<file path="src/ssrm_pkg.sv">
// Shared constants, codes and the result word layout for the slot pool manager.
`timescale 1ns / 1ps

package ssrm_pkg;

   localparam int SLOTS_DEF      = 8;
   localparam int COUNT_BITS_DEF = 16;

   localparam int CSR_INDEX_BITS = 1;
   localparam int CSR_DATA_BITS  = 32;
   localparam int REQ_DATA_BITS  = 48;
   localparam int RSP_DATA_BITS  = 80;

   localparam logic [CSR_INDEX_BITS-1:0] CSR_SLOTS_IN_USE   = 1'd0;
   localparam logic [CSR_INDEX_BITS-1:0] CSR_INITIAL_GEN    = 1'd1;

   localparam logic [2:0] CMD_INIT    = 3'd0;
   localparam logic [2:0] CMD_PIN     = 3'd1;
   localparam logic [2:0] CMD_UNPIN   = 3'd2;
   localparam logic [2:0] CMD_PREPARE = 3'd3;
   localparam logic [2:0] CMD_PUBLISH = 3'd4;

   localparam logic [2:0] ST_OK           = 3'd0;
   localparam logic [2:0] ST_NULL_HANDLE  = 3'd1;
   localparam logic [2:0] ST_NO_FREE      = 3'd2;
   localparam logic [2:0] ST_GEN_EXHAUSTED = 3'd3;
   localparam logic [2:0] ST_BAD_SLOT     = 3'd4;
   localparam logic [2:0] ST_COUNT_ZERO   = 3'd5;
   localparam logic [2:0] ST_NOT_PREPARED = 3'd6;
   localparam logic [2:0] ST_COUNT_FULL   = 3'd7;

   localparam logic [31:0] GEN_MAX = 32'hFFFF_FFFF;

   typedef struct packed {
      logic [2:0]  freed_slot;
      logic        freed;
      logic [31:0] result_handle;
      logic [31:0] generation;
      logic [2:0]  result_slot;
      logic [2:0]  status;
   } rsp_type;

endpackage

</file>
<file path="src/ssrm_ram.sv">
// Generic synchronous RAM: one write port, two read ports with registered data.
`timescale 1ns / 1ps

module ssrm_ram #(
   parameter int WIDTH = 8,
   parameter int DEPTH = 8
) (
   input  logic                     clock,
   input  logic                     wr_en,
   input  logic [$clog2(DEPTH)-1:0] wr_addr,
   input  logic [WIDTH-1:0]         wr_data,
   input  logic                     rd_en,
   input  logic [$clog2(DEPTH)-1:0] rd_addr_a,
   input  logic [$clog2(DEPTH)-1:0] rd_addr_b,
   output logic [WIDTH-1:0]         rd_data_a,
   output logic [WIDTH-1:0]         rd_data_b
);

   logic [WIDTH-1:0] mem_ff [DEPTH];
   logic [WIDTH-1:0] rd_data_a_ff;
   logic [WIDTH-1:0] rd_data_b_ff;

   always_ff @(posedge clock) begin
      if (wr_en) begin
         mem_ff[wr_addr] <= wr_data;
      end
      if (rd_en) begin
         rd_data_a_ff <= mem_ff[rd_addr_a];
         rd_data_b_ff <= mem_ff[rd_addr_b];
      end
   end

   assign rd_data_a = rd_data_a_ff;
   assign rd_data_b = rd_data_b_ff;

endmodule

</file>
<file path="src/snapshot_slot_refcount_manager_core.sv">
// Top level of the slot pool manager: command decode, read-modify-write and result register.
`timescale 1ns / 1ps
// An accepted word is held in the s1 register, its slot memory read is registered,
// and its read-modify-write runs once the result register is free; no new word is
// taken while one is held in s1.
// Reset is synchronous and clears the pool like an init with a null base handle; per-slot valid bits
// stand for the cleared pool, so there is no clearing pass.

module snapshot_slot_refcount_manager_core #(
   parameter int SLOTS      = ssrm_pkg::SLOTS_DEF,
   parameter int COUNT_BITS = ssrm_pkg::COUNT_BITS_DEF
) (
   input  logic                                clock,
   input  logic                                reset,
   input  logic                                req_tvalid,
   output logic                                req_tready,
   // command[2:0], slot[10:3], graph_handle[42:11], zero pad
   input  logic [ssrm_pkg::REQ_DATA_BITS-1:0]  req_tdata,
   output logic                                rsp_tvalid,
   input  logic                                rsp_tready,
   // status[2:0], result_slot[5:3], generation[37:6], result_handle[69:38],
   // freed[70], freed_slot[73:71], zero pad
   output logic [ssrm_pkg::RSP_DATA_BITS-1:0]  rsp_tdata,
   input  logic                                csr_wr_en,
   input  logic [ssrm_pkg::CSR_INDEX_BITS-1:0] csr_index,
   input  logic [ssrm_pkg::CSR_DATA_BITS-1:0]  csr_wdata
);

   localparam int SLOT_BITS  = $clog2(SLOTS);
   localparam int DEPTH_BITS = $clog2(SLOTS + 1);
   localparam int REC_BITS   = COUNT_BITS + 64;
   localparam logic [COUNT_BITS-1:0] COUNT_MAX = '1;
   localparam logic [DEPTH_BITS-1:0] RESET_DEPTH =
      DEPTH_BITS'((SLOTS < 8 ? SLOTS : 8) - 1);
   localparam logic [DEPTH_BITS-1:0] DEPTH_FULL = DEPTH_BITS'(SLOTS);

   logic [3:0]            slots_in_use_ff;
   logic [31:0]           init_gen_ff;
   logic [SLOT_BITS-1:0]  current_ff, current_in;
   logic [DEPTH_BITS-1:0] depth_ff, depth_in;
   logic [31:0]           last_gen_ff, last_gen_in;
   logic [31:0]           base_handle_ff, base_handle_in;
   logic [31:0]           base_gen_ff, base_gen_in;
   logic [SLOTS-1:0]      slot_valid_ff, slot_valid_in;
   logic [SLOTS-1:0]      stack_valid_ff, stack_valid_in;

   logic                  s1_valid_ff;
   logic [2:0]            s1_cmd_ff;
   logic [7:0]            s1_slot_ff;
   logic [31:0]           s1_handle_ff;

   ssrm_pkg::rsp_type     rsp_ff, rsp_in;
   logic                  rsp_tvalid_ff;

   logic                  accept;
   logic                  exec;
   logic [2:0]            req_cmd;
   logic [7:0]            req_slot;
   logic [31:0]           req_handle;
   logic [3:0]            n_used;
   logic [SLOT_BITS-1:0]  req_a_idx;
   logic [SLOT_BITS-1:0]  a_idx;
   logic [SLOT_BITS-1:0]  top_idx;
   logic [DEPTH_BITS-1:0] depth_m1;

   logic [REC_BITS-1:0]   ram_a, ram_b, rec_a, rec_b;
   logic [SLOT_BITS-1:0]  stack_rd, stack_top;
   logic [COUNT_BITS-1:0] cnt_a, cnt_b;
   logic [31:0]           hdl_a, gen_a;
   logic                  bad_slot;

   logic                  slot_wr_en;
   logic [SLOT_BITS-1:0]  slot_wr_addr;
   logic [REC_BITS-1:0]   slot_wr_data;
   logic                  stack_wr_en;
   logic [SLOT_BITS-1:0]  stack_wr_addr;
   logic [SLOT_BITS-1:0]  stack_wr_data;

   assign req_cmd    = req_tdata[2:0];
   assign req_slot   = req_tdata[10:3];
   assign req_handle = req_tdata[42:11];

   assign req_tready = !s1_valid_ff;
   assign accept     = req_tvalid && req_tready;
   assign exec       = s1_valid_ff && (!rsp_tvalid_ff || rsp_tready);

   always_comb begin
      if (slots_in_use_ff < 4'd2) begin
         n_used = 4'd2;
      end else if (32'(slots_in_use_ff) > SLOTS) begin
         n_used = 4'(SLOTS);
      end else begin
         n_used = slots_in_use_ff;
      end
   end

   assign req_a_idx = (req_cmd == ssrm_pkg::CMD_PIN) ? current_ff : req_slot[SLOT_BITS-1:0];
   assign a_idx     = (s1_cmd_ff == ssrm_pkg::CMD_PIN) ? current_ff : s1_slot_ff[SLOT_BITS-1:0];
   assign depth_m1  = depth_ff - DEPTH_BITS'(1);
   assign top_idx   = depth_m1[SLOT_BITS-1:0];

   ssrm_ram #(
      .WIDTH (REC_BITS),
      .DEPTH (SLOTS)
   ) u_slot_ram (
      .clock     (clock),
      .wr_en     (slot_wr_en),
      .wr_addr   (slot_wr_addr),
      .wr_data   (slot_wr_data),
      .rd_en     (accept),
      .rd_addr_a (req_a_idx),
      .rd_addr_b (current_ff),
      .rd_data_a (ram_a),
      .rd_data_b (ram_b)
   );

   ssrm_ram #(
      .WIDTH (SLOT_BITS),
      .DEPTH (SLOTS)
   ) u_stack_ram (
      .clock     (clock),
      .wr_en     (stack_wr_en),
      .wr_addr   (stack_wr_addr),
      .wr_data   (stack_wr_data),
      .rd_en     (accept),
      .rd_addr_a (top_idx),
      .rd_addr_b ('0),
      .rd_data_a (stack_rd),
      .rd_data_b ()
   );

   always_comb begin
      if (slot_valid_ff[a_idx]) begin
         rec_a = ram_a;
      end else if (a_idx == '0) begin
         rec_a = {COUNT_BITS'(1), base_handle_ff, base_gen_ff};
      end else begin
         rec_a = '0;
      end
      if (slot_valid_ff[current_ff]) begin
         rec_b = ram_b;
      end else if (current_ff == '0) begin
         rec_b = {COUNT_BITS'(1), base_handle_ff, base_gen_ff};
      end else begin
         rec_b = '0;
      end
      stack_top = stack_valid_ff[top_idx] ? stack_rd : SLOT_BITS'(top_idx + 1);
   end

   assign cnt_a    = rec_a[REC_BITS-1 -: COUNT_BITS];
   assign hdl_a    = rec_a[63:32];
   assign gen_a    = rec_a[31:0];
   assign cnt_b    = rec_b[REC_BITS-1 -: COUNT_BITS];
   assign bad_slot = s1_slot_ff >= 8'(n_used);

   always_comb begin
      rsp_in         = '0;
      current_in     = current_ff;
      depth_in       = depth_ff;
      last_gen_in    = last_gen_ff;
      base_handle_in = base_handle_ff;
      base_gen_in    = base_gen_ff;
      slot_valid_in  = slot_valid_ff;
      stack_valid_in = stack_valid_ff;
      slot_wr_en     = 1'b0;
      slot_wr_addr   = a_idx;
      slot_wr_data   = rec_a;
      stack_wr_en    = 1'b0;
      stack_wr_addr  = depth_ff[SLOT_BITS-1:0];
      stack_wr_data  = a_idx;
      unique case (s1_cmd_ff)
         ssrm_pkg::CMD_INIT: begin
            if (s1_handle_ff == '0) begin
               rsp_in.status = ssrm_pkg::ST_NULL_HANDLE;
            end else begin
               slot_valid_in     = '0;
               stack_valid_in    = '0;
               base_handle_in    = s1_handle_ff;
               base_gen_in       = init_gen_ff;
               last_gen_in       = init_gen_ff;
               current_in        = '0;
               depth_in          = DEPTH_BITS'(n_used) - DEPTH_BITS'(1);
               rsp_in.generation = init_gen_ff;
            end
         end
         ssrm_pkg::CMD_PIN: begin
            rsp_in.result_slot = 3'(current_ff);
            if (cnt_a == '0) begin
               rsp_in.status = ssrm_pkg::ST_COUNT_ZERO;
            end else if (cnt_a == COUNT_MAX) begin
               rsp_in.status = ssrm_pkg::ST_COUNT_FULL;
            end else begin
               slot_wr_en           = 1'b1;
               slot_wr_data         = {cnt_a + COUNT_BITS'(1), hdl_a, gen_a};
               rsp_in.generation    = gen_a;
               rsp_in.result_handle = hdl_a;
            end
         end
         ssrm_pkg::CMD_UNPIN: begin
            rsp_in.result_slot = s1_slot_ff[2:0];
            if (bad_slot) begin
               rsp_in.status = ssrm_pkg::ST_BAD_SLOT;
            end else if (cnt_a == '0) begin
               rsp_in.status = ssrm_pkg::ST_COUNT_ZERO;
            end else begin
               slot_wr_en = 1'b1;
               if (cnt_a == COUNT_BITS'(1) && a_idx != current_ff) begin
                  slot_wr_data      = '0;
                  rsp_in.freed      = 1'b1;
                  rsp_in.freed_slot = 3'(a_idx);
                  if (depth_ff < DEPTH_FULL) begin
                     stack_wr_en                  = 1'b1;
                     stack_valid_in[stack_wr_addr] = 1'b1;
                     depth_in                     = depth_ff + DEPTH_BITS'(1);
                  end
               end else begin
                  slot_wr_data = {cnt_a - COUNT_BITS'(1), hdl_a, gen_a};
               end
            end
         end
         ssrm_pkg::CMD_PREPARE: begin
            if (s1_handle_ff == '0) begin
               rsp_in.status = ssrm_pkg::ST_NULL_HANDLE;
            end else if (depth_ff == '0) begin
               rsp_in.status = ssrm_pkg::ST_NO_FREE;
            end else if (last_gen_ff == ssrm_pkg::GEN_MAX) begin
               rsp_in.status = ssrm_pkg::ST_GEN_EXHAUSTED;
            end else begin
               depth_in           = depth_m1;
               last_gen_in        = last_gen_ff + 32'd1;
               slot_wr_en         = 1'b1;
               slot_wr_addr       = stack_top;
               slot_wr_data       = {COUNT_BITS'(1), s1_handle_ff, last_gen_ff + 32'd1};
               rsp_in.result_slot = 3'(stack_top);
               rsp_in.generation  = last_gen_ff + 32'd1;
            end
         end
         ssrm_pkg::CMD_PUBLISH: begin
            rsp_in.result_slot = s1_slot_ff[2:0];
            if (bad_slot) begin
               rsp_in.status = ssrm_pkg::ST_BAD_SLOT;
            end else if (cnt_a == '0) begin
               rsp_in.status = ssrm_pkg::ST_NOT_PREPARED;
            end else begin
               rsp_in.generation = gen_a;
               current_in        = a_idx;
               slot_wr_addr      = current_ff;
               if (a_idx == current_ff) begin
                  slot_wr_en   = 1'b1;
                  slot_wr_data = {cnt_a - COUNT_BITS'(1), hdl_a, gen_a};
               end else if (cnt_b != '0) begin
                  slot_wr_en = 1'b1;
                  if (cnt_b == COUNT_BITS'(1)) begin
                     slot_wr_data      = '0;
                     stack_wr_data     = current_ff;
                     rsp_in.freed      = 1'b1;
                     rsp_in.freed_slot = 3'(current_ff);
                     if (depth_ff < DEPTH_FULL) begin
                        stack_wr_en                  = 1'b1;
                        stack_valid_in[stack_wr_addr] = 1'b1;
                        depth_in                     = depth_ff + DEPTH_BITS'(1);
                     end
                  end else begin
                     slot_wr_data = {cnt_b - COUNT_BITS'(1), rec_b[63:0]};
                  end
               end
            end
         end
         default: begin
         end
      endcase
      if (slot_wr_en) begin
         slot_valid_in[slot_wr_addr] = 1'b1;
      end
      slot_wr_en  = slot_wr_en && exec;
      stack_wr_en = stack_wr_en && exec;
   end

   always_ff @(posedge clock) begin
      if (reset) begin
         slots_in_use_ff <= 4'd8;
         init_gen_ff     <= '0;
      end else if (csr_wr_en) begin
         unique case (csr_index)
            ssrm_pkg::CSR_SLOTS_IN_USE: slots_in_use_ff <= csr_wdata[3:0];
            ssrm_pkg::CSR_INITIAL_GEN:  init_gen_ff     <= csr_wdata;
            default: begin
            end
         endcase
      end
   end

   always_ff @(posedge clock) begin
      if (reset) begin
         current_ff     <= '0;
         depth_ff       <= RESET_DEPTH;
         last_gen_ff    <= '0;
         base_handle_ff <= '0;
         base_gen_ff    <= '0;
         slot_valid_ff  <= '0;
         stack_valid_ff <= '0;
      end else if (exec) begin
         current_ff     <= current_in;
         depth_ff       <= depth_in;
         last_gen_ff    <= last_gen_in;
         base_handle_ff <= base_handle_in;
         base_gen_ff    <= base_gen_in;
         slot_valid_ff  <= slot_valid_in;
         stack_valid_ff <= stack_valid_in;
      end
   end

   always_ff @(posedge clock) begin
      if (reset) begin
         s1_valid_ff   <= 1'b0;
         rsp_tvalid_ff <= 1'b0;
      end else begin
         if (accept) begin
            s1_valid_ff <= 1'b1;
         end else if (exec) begin
            s1_valid_ff <= 1'b0;
         end
         if (exec) begin
            rsp_tvalid_ff <= 1'b1;
         end else if (rsp_tready) begin
            rsp_tvalid_ff <= 1'b0;
         end
      end
   end

   always_ff @(posedge clock) begin
      if (accept) begin
         s1_cmd_ff    <= req_cmd;
         s1_slot_ff   <= req_slot;
         s1_handle_ff <= req_handle;
      end
      if (exec) begin
         rsp_ff <= rsp_in;
      end
   end

   assign rsp_tvalid = rsp_tvalid_ff;
   assign rsp_tdata  = {6'b0, rsp_ff};

`ifndef SYNTHESIS
   a_depth_bound: assert property (@(posedge clock) disable iff (reset)
      depth_ff <= DEPTH_FULL)
      else $error("free stack depth beyond pool size");

   a_no_overlap: assert property (@(posedge clock) disable iff (reset)
      !(accept && exec))
      else $error("word accepted while a command executes");

   a_prepare_pop: assert property (@(posedge clock) disable iff (reset)
      exec && s1_cmd_ff == ssrm_pkg::CMD_PREPARE && rsp_in.status == ssrm_pkg::ST_OK
      |=> depth_ff == DEPTH_BITS'($past(depth_ff) - DEPTH_BITS'(1)))
      else $error("prepare did not pop the free stack");

   a_init_clears: assert property (@(posedge clock) disable iff (reset)
      exec && s1_cmd_ff == ssrm_pkg::CMD_INIT && rsp_in.status == ssrm_pkg::ST_OK
      |=> slot_valid_ff == '0 && current_ff == '0)
      else $error("init left stale slot state");
`endif

endmodule
</file>
<file path="config.mk">
export PLATFORM = sky130hd
export DESIGN_NAME = snapshot_slot_refcount_manager_core
export DESIGN_NICKNAME = d
export VERILOG_FILES = /design/src/ssrm_pkg.sv /design/src/ssrm_ram.sv /design/src/snapshot_slot_refcount_manager_core.sv
export SDC_FILE = /design/constraint.sdc
export NUM_CORES = 2
export LEC_CHECK = 0
export ABC_CLOCK_PERIOD_IN_PS = 16200
export CAP_MARGIN = 20
export CORE_ASPECT_RATIO = 1.75
export CORE_MARGIN = 3
export CORE_UTILIZATION = 60
export DETAILED_ROUTE_END_ITERATION = 12
export DONT_BUFFER_PORTS = 1
export PLACE_DENSITY = 0.81
export SLEW_MARGIN = 40
export SYNTH_ARGS = -nofsm -noshare
export SYNTH_HDL_FRONTEND = slang
export SYNTH_SLANG_ARGS = --single-unit
</file>
<file path="constraint.sdc">
create_clock -name clock -period 16.2 [get_ports clock]
set_input_delay 4.05 -clock clock [delete_from_list [all_inputs] [get_ports clock]]
set_output_delay 4.05 -clock clock [all_outputs]
set_load 0.005 [all_outputs]
</file>
## Yosys cells after proc, flatten, opt, wreduce, memory -nomap -nowiden

Memory sizes are Yosys's and may differ from the RTL's. A register that Yosys moved wholly into a read port is not among the register bits.
Index checks and enable logic that the tools add are counted.

- $add $sub $neg: 8
- Bitwise logic cells: 5
- Muxes and demuxes: 142
- Equal/unequal tests: 23
- Order comparisons: 11
- Reduce and logical (&&, ||, !) cells: 32

Operators by type and width:

| cell | count |
|---|---|
| 80-bit two-way mux | 15 |
| 80-bit one-hot mux with 4 select lines | 1 |
| 32-bit two-way mux | 9 |
| 65-bit two-way mux | 2 |
| 32-bit one-hot mux with 4 select lines | 1 |
| 35-bit two-way mux | 3 |
| 8-bit two-way mux | 13 |
| 4-bit two-way mux | 23 |
| 3-bit two-way mux | 23 |
| 32-bit one-hot mux with 2 select lines | 1 |
| 1-bit two-way mux | 34 |
| 32-bit by 1-bit adder with 32-bit output, second input constant | 1 |
| 16-bit by 1-bit equality test with 1-bit output, second input constant | 2 |
| 32-bit equality test, second input constant | 1 |
| 32-bit zero test | 1 |
| 16-bit by 1-bit subtractor with 16-bit output, second input constant | 2 |
| 2-bit inequality test, second input constant | 12 |
| 8-bit one-hot mux with 3 select lines | 1 |
| 3-bit by 4-bit less-than comparator with 1-bit output, second input constant | 5 |
| 16-bit by 1-bit adder with 16-bit output, second input constant | 1 |
| 16-bit equality test, second input constant | 1 |
| 16-bit zero test | 1 |
| 8-bit OR | 2 |
| 4-bit one-hot mux with 4 select lines | 1 |
| 40 further kinds | 65 |

- Flip-flop bits (word level): 274
- Memories: 2
- Output and inout bits: 82
- Memory bits (writable): 664

Memory list:

| name | words | width | rd ports | clocked after memory_dff | wr ports | line | source |
|---|---|---|---|---|---|---|---|
| u_slot_ram.mem_ff | 8 | 80 | 2 | 2 | 1 | ssrm_ram.sv:19 | `logic [WIDTH-1:0] mem_ff [DEPTH];` |
| u_stack_ram.mem_ff | 8 | 3 | 1 | 1 | 1 | ssrm_ram.sv:19 |  |

## Depth between registers and ports, before layout

- Depth in word-level cells: 15
- Depth in mapped cells: 20

## By module

A second synthesis with hierarchy kept.

- Cells, all modules: 3525
- Area total of the unflattened synthesis: 51877.3 sq um

Modules (own cells, without submodules):

| module | cells an instance | area each (sq um) | instances |
|---|---|---|---|
| ssrm_ram (u_slot_ram) | 1383 | 33633.5 | 1 |
| snapshot_slot_refcount_manager_core | 2079 | 16878.7 | 1 |
| ssrm_ram (u_stack_ram) | 63 | 1365.1 | 1 |

## Worst setup path after synthesis

No wires, ideal clock.

- Path type: input to register
- Start point: input port req_tvalid
- End point: register s1_cmd_ff[0] (enable)
- Slack: 2469 ps
- Cell stages on the path: 1
- Data arrival time: 12930 ps
- Path buffers: 0
- Cells stage by stage: nor2b_1

- Word-level cells in the longest chain between the ends: 1

RTL lines:

| what | line | source |
|---|---|---|
| from (decl) | snapshot_slot_refcount_manager_core.sv:15 | `input logic req_tvalid,` |
| 1-bit logical AND | snapshot_slot_refcount_manager_core.sv:84 | `assign accept = req_tvalid && req_tready;` |
| to (signal assigned) | snapshot_slot_refcount_manager_core.sv:333 | `s1_cmd_ff <= req_cmd;` |
| to (decl) | snapshot_slot_refcount_manager_core.sv:48 | `logic [2:0] s1_cmd_ff;` |

Every way passes these cells.
A chain may end at the register's enable or synchronous reset.

## Worst setup path in the final report

- Start point: register s1_cmd_ff[2]
- End point: memory u_slot_ram.mem_ff[4][41] (netlist name) (enable)

- Word-level cells in the longest chain between the ends: 12
- Elaborated cells between the ends (all ways): 30
- Those cells by class: 6 x eq/ne; 21 x mux; 3 x reduce/logical

RTL lines:

| what | line | source |
|---|---|---|
| 3-bit by 1-bit equality test with 1-bit output | snapshot_slot_refcount_manager_core.sv:98, snapshot_slot_refcount_manager_core.sv:171 |  |
| 3-bit two-way mux | snapshot_slot_refcount_manager_core.sv:98 | `assign a_idx = (s1_cmd_ff == ssrm_pkg::CMD_PIN) ? current_ff : s1_slot_ff[SLOT_BITS-1:0];` |
| 1-bit binary-select mux with 3-bit select or 3-bit zero test (tied branches) | snapshot_slot_refcount_manager_core.sv:133, snapshot_slot_refcount_manager_core.sv:135 |  |
| 1-bit two-way mux (implied by the code) or 65-bit two-way mux (tied branches) | snapshot_slot_refcount_manager_core.sv:133, snapshot_slot_refcount_manager_core.sv:135 |  |
| 80-bit two-way mux | snapshot_slot_refcount_manager_core.sv:133 | `if (slot_valid_ff[a_idx]) begin` |
| 16-bit equality test or 16-bit zero test (tied branches) | n/a |  |
| 1-bit two-way mux, on equally long branches | snapshot_slot_refcount_manager_core.sv:190, snapshot_slot_refcount_manager_core.sv:203, snapshot_slot_refcount_manager_core.sv:242 |  |
| 1-bit two-way mux, on equally long branches | snapshot_slot_refcount_manager_core.sv:188, snapshot_slot_refcount_manager_core.sv:201, snapshot_slot_refcount_manager_core.sv:240 |  |
| 1-bit one-hot mux with 4 select lines | snapshot_slot_refcount_manager_core.sv:171 | `unique case (s1_cmd_ff)` |
| 1-bit logical AND | snapshot_slot_refcount_manager_core.sv:275 | `slot_wr_en = slot_wr_en && exec;` |
| 1-bit two-way mux | ssrm_ram.sv:24 | `if (wr_en) begin` |
| 1-bit two-way mux (implied by the code) | ssrm_ram.sv:25 | `mem_ff[wr_addr] <= wr_data;` |
| to (decl) | ssrm_ram.sv:19 |  |

Parallel ways exist; a longest one is shown, timed or not. The select of a mux whose other input is x is not followed.

==> results.toml <==
[finish]
drive_gt1_frac = 0.127
fin_area_um2 = 56300
nets = 4440
layout_commonest_cell = "nand2_1"
area_growth_pct = 8.13
n_fill_cell = 5967
layout_common_cells = "nand2_1, edfxtp_1, nand3_1"
finalNonFillerCells = 5577

[global_routing]
gr-max-usage-layer = "met2"
grt_max_degree = 142
grtUsageMet3 = 0.0716
grt_first_pass_wirelength_um = 221000
grtUsageMet1 = 0.380
track_usage = 0.318
grt_overflow_total = 0
antenna_found_initial = 2
grt_pass1_vias = 38600
met2_usage = 0.529

[place]
placed_cells = 5393
dpl_cell_area_um2 = 53000
gp_congestion = 0.961
io_buffers = 0
hpwl_um = 82900

[clock_network]
h-tree-depth = 3
cts_sinks = 1101
cts_resized = 0
clk_path_buf_depth = 3
cts-root-buf = "clkbuf_16"
cts_setup_buffers = 0
holdBufCountCts = 0
clk_pin_slew_worst_paths_ns = 0.07
numCtsBuffers = 97
cts_tree = "built"
clock_latency_ns = 0.72

[synthesis]
synth-seq-cells = 1101
yosysWarnings = 0
synth-seq-area-share = 0.605
synth_edf_count = 944
ys_types = 90
avgSynthCellArea_um2 = 11.5
async_flop_share = 0
netlist_instances = 4530
ys.flop_type = "edfxtp_1"
synth_area_um2 = 52100

[worst_setup_path]
crit_chain = "or3b_2 > mux2_4 > nor3_2 > buf_4 > mux2i_1 > ha_1 > inv_1 > a31o_1 > nand2_1 > a221oi_2 > nand4_1 > inv_4 > buf_4 > buf_4"
path_buf_inv = 5
cpLargestDelayFamily = "buffers and inverters"
worstSetupEndpointType = "flop"
worstSetupStartpointType = "flop"
max_stage_delay_ns = 0.81
path_max_fanout = 31
crit_top_cell = "buf_4"
critPathArrivalTime_ns = 7.72
setup.worst_path.class = "reg -> reg"
slowest_stage = "or3b_2"
crit_required_ns = 16.53

[die]
coreArea_um2 = 85800
fp-row-count = 142
die-width_um = 229
start_util = 0.607
die_area_um2 = 90500
io_pins = 168
fp.dieH_um = 396

[sta]
fin_crit_sh = 0.456
max_slew.worst_pin.slew_ns = 0.890
clock_skew_ns = 0.0392
hold_violations = 0
fmax_ghz = 0.135
max_slew_margin = 0.407
fin_crit_ns = 7.39
rsz0062_at_grt = "no"
finalSetupTns_ns = 0
setup_viol = 0
maxSlewViolCount = 0

[routing]
wl_per_cell_um = 26.3
totalWireLength_um = 147000
vias = 38800
dr.pass1.iters = 9
drcViolationCount = 0
drtIter0Drc = 5617
ant_nets = 0
vias_per_cell = 6.95

[power_and_ir_drop]
power_density_nw_per_um2 = 109
vdd_drop_max_mv = 0.123
p_leak_nw = 18.8

[outcome]
outcome = "finished, final reports clean"

[run]
drv_cap = 0

[min_path]
hp-class = "reg -> reg"
[logic make-up after synthesis]
logic type	count (synthesis)	share of synthesized area
AO/OA/AOI/OAI	723	0.0924
XOR/XNOR	58	0.00975
adder cells (fa/ha/maj)	14	0.00336
buffers and inverters	386	0.0294
flip-flops	1101	0.605
multiplexers	275	0.0959
other	1	0.0000720
AND/OR/NAND/NOR	1972	0.165
[layout make-up]
class,instances,area [um^2],area share
multi-input cells,3048,19300,0.342
flip-flops and latches,1101,31500,0.559
clock buffers,122,2620,0.0466
diodes,2,5.00,0.0000889
repair buffers,65,637,0.0113
clock inverters,60,726,0.0129
well taps,1152,1440,0.0256
inverters,27,121,0.00215
[layer usage]
metal / part of all wire / vias to the layer above / routed length, um
met3: 0.12 / 678 / 18100
met4: 0.060 / 0 / 8760
met1: 0.33 / 18600 / 48400
met2: 0.49 / 3044 / 71600
li1: - / 16400 / -
met5: 0 / - / 0
[Yosys cell counts (14+ instances only)]
cell,count,share of area
mux2_2,90,0.019
a21oi_1,218,0.021
nor2_1,183,0.013
a22oi_1,71,0.010
or3_1,16,0.0019
a31oi_1,23,0.0028
xnor2_1,32,0.0054
dfxtp_1,157,0.060
a211o_1,15,0.0025
o21ai_0,165,0.016
buf_2,29,0.0028
clkbuf_1,271,0.020
ha_1,14,0.0034
o31ai_1,15,0.0022
nor4_1,16,0.0019
mux2i_1,14,0.0027
mux4_2,170,0.073
edfxtp_1,944,0.54
xor2_1,26,0.0044
nand2_1,1124,0.081
and3_1,54,0.0065
a211oi_1,14,0.0020
nor3_1,38,0.0037
nand4_1,21,0.0025
o221ai_1,37,0.0062
a22o_1,17,0.0029
nand3_1,445,0.043
a221o_1,39,0.0075
inv_1,27,0.0019
buf_1,48,0.0035
[worst paths after layout]
kind	startpoint	to	cells past startpoint	slack, ns
worst min register to register	stack_valid_ff[1]	stack_valid_ff[1]	2	0.46
worst max register to register	s1_cmd_ff[2]	u_slot_ram.mem_ff[4][41]	14	8.81
worst max-delay path	s1_cmd_ff[2]	u_slot_ram.mem_ff[4][41]	14	8.81
worst min-delay path	stack_valid_ff[1]	stack_valid_ff[1]	2	0.46
[sequential cells by signal (all words and copies together) (netlist names)]
signal	cells
u_slot_ram.mem_ff	640
u_slot_ram.rd_data_a	80
u_slot_ram.rd_data_b	80
rsp_tdata	74
base_gen_ff	32
base_handle_ff	32
init_gen_ff	32
last_gen_ff	32
s1_handle_ff	32
u_stack_ram.mem_ff	24
s1_slot_ff	8
slot_valid_ff	8
stack_valid_ff	8
depth_ff	4
slots_in_use_ff	4
current_ff	3
s1_cmd_ff	3
u_stack_ram.rd_data_a	3
rsp_tvalid	1
s1_valid_ff	1
[through the flow]
step,worst slack (ns),util,hold slack (ns),power [mW]
floorplan,2.47,-,0.431,3.59
global placement,8.92,0.615,0.443,3.70
detailed placement,9.11,0.617,0.452,3.72
CTS,9.05,0.656,0.465,6.12
global route,8.66,0.656,0.482,6.28
finish,8.81,0.656,0.464,6.13
[worst register-to-register path, stage by stage, from the launching register on]
cell	delay (ns)
edfxtp_1	0.61
or3b_2	0.82
mux2_4	0.43
nor3_2	0.11
buf_4	0.50
mux2i_1	0.34
ha_1	0.43
inv_1	0.41
a31o_1	0.47
nand2_1	0.45
a221oi_2	0.51
nand4_1	0.24
inv_4	0.43
buf_4	0.63
buf_4	0.60
[report_power, final]
group | total, mW | switching, mW | internal (mW)
clock network | 2.45 | 1.07 | 1.38
registers | 3.23 | 0.0520 | 3.17
logic | 0.453 | 0.334 | 0.119
total | 6.13 | 1.46 | 4.67
(Power assumes the default switching activity.)
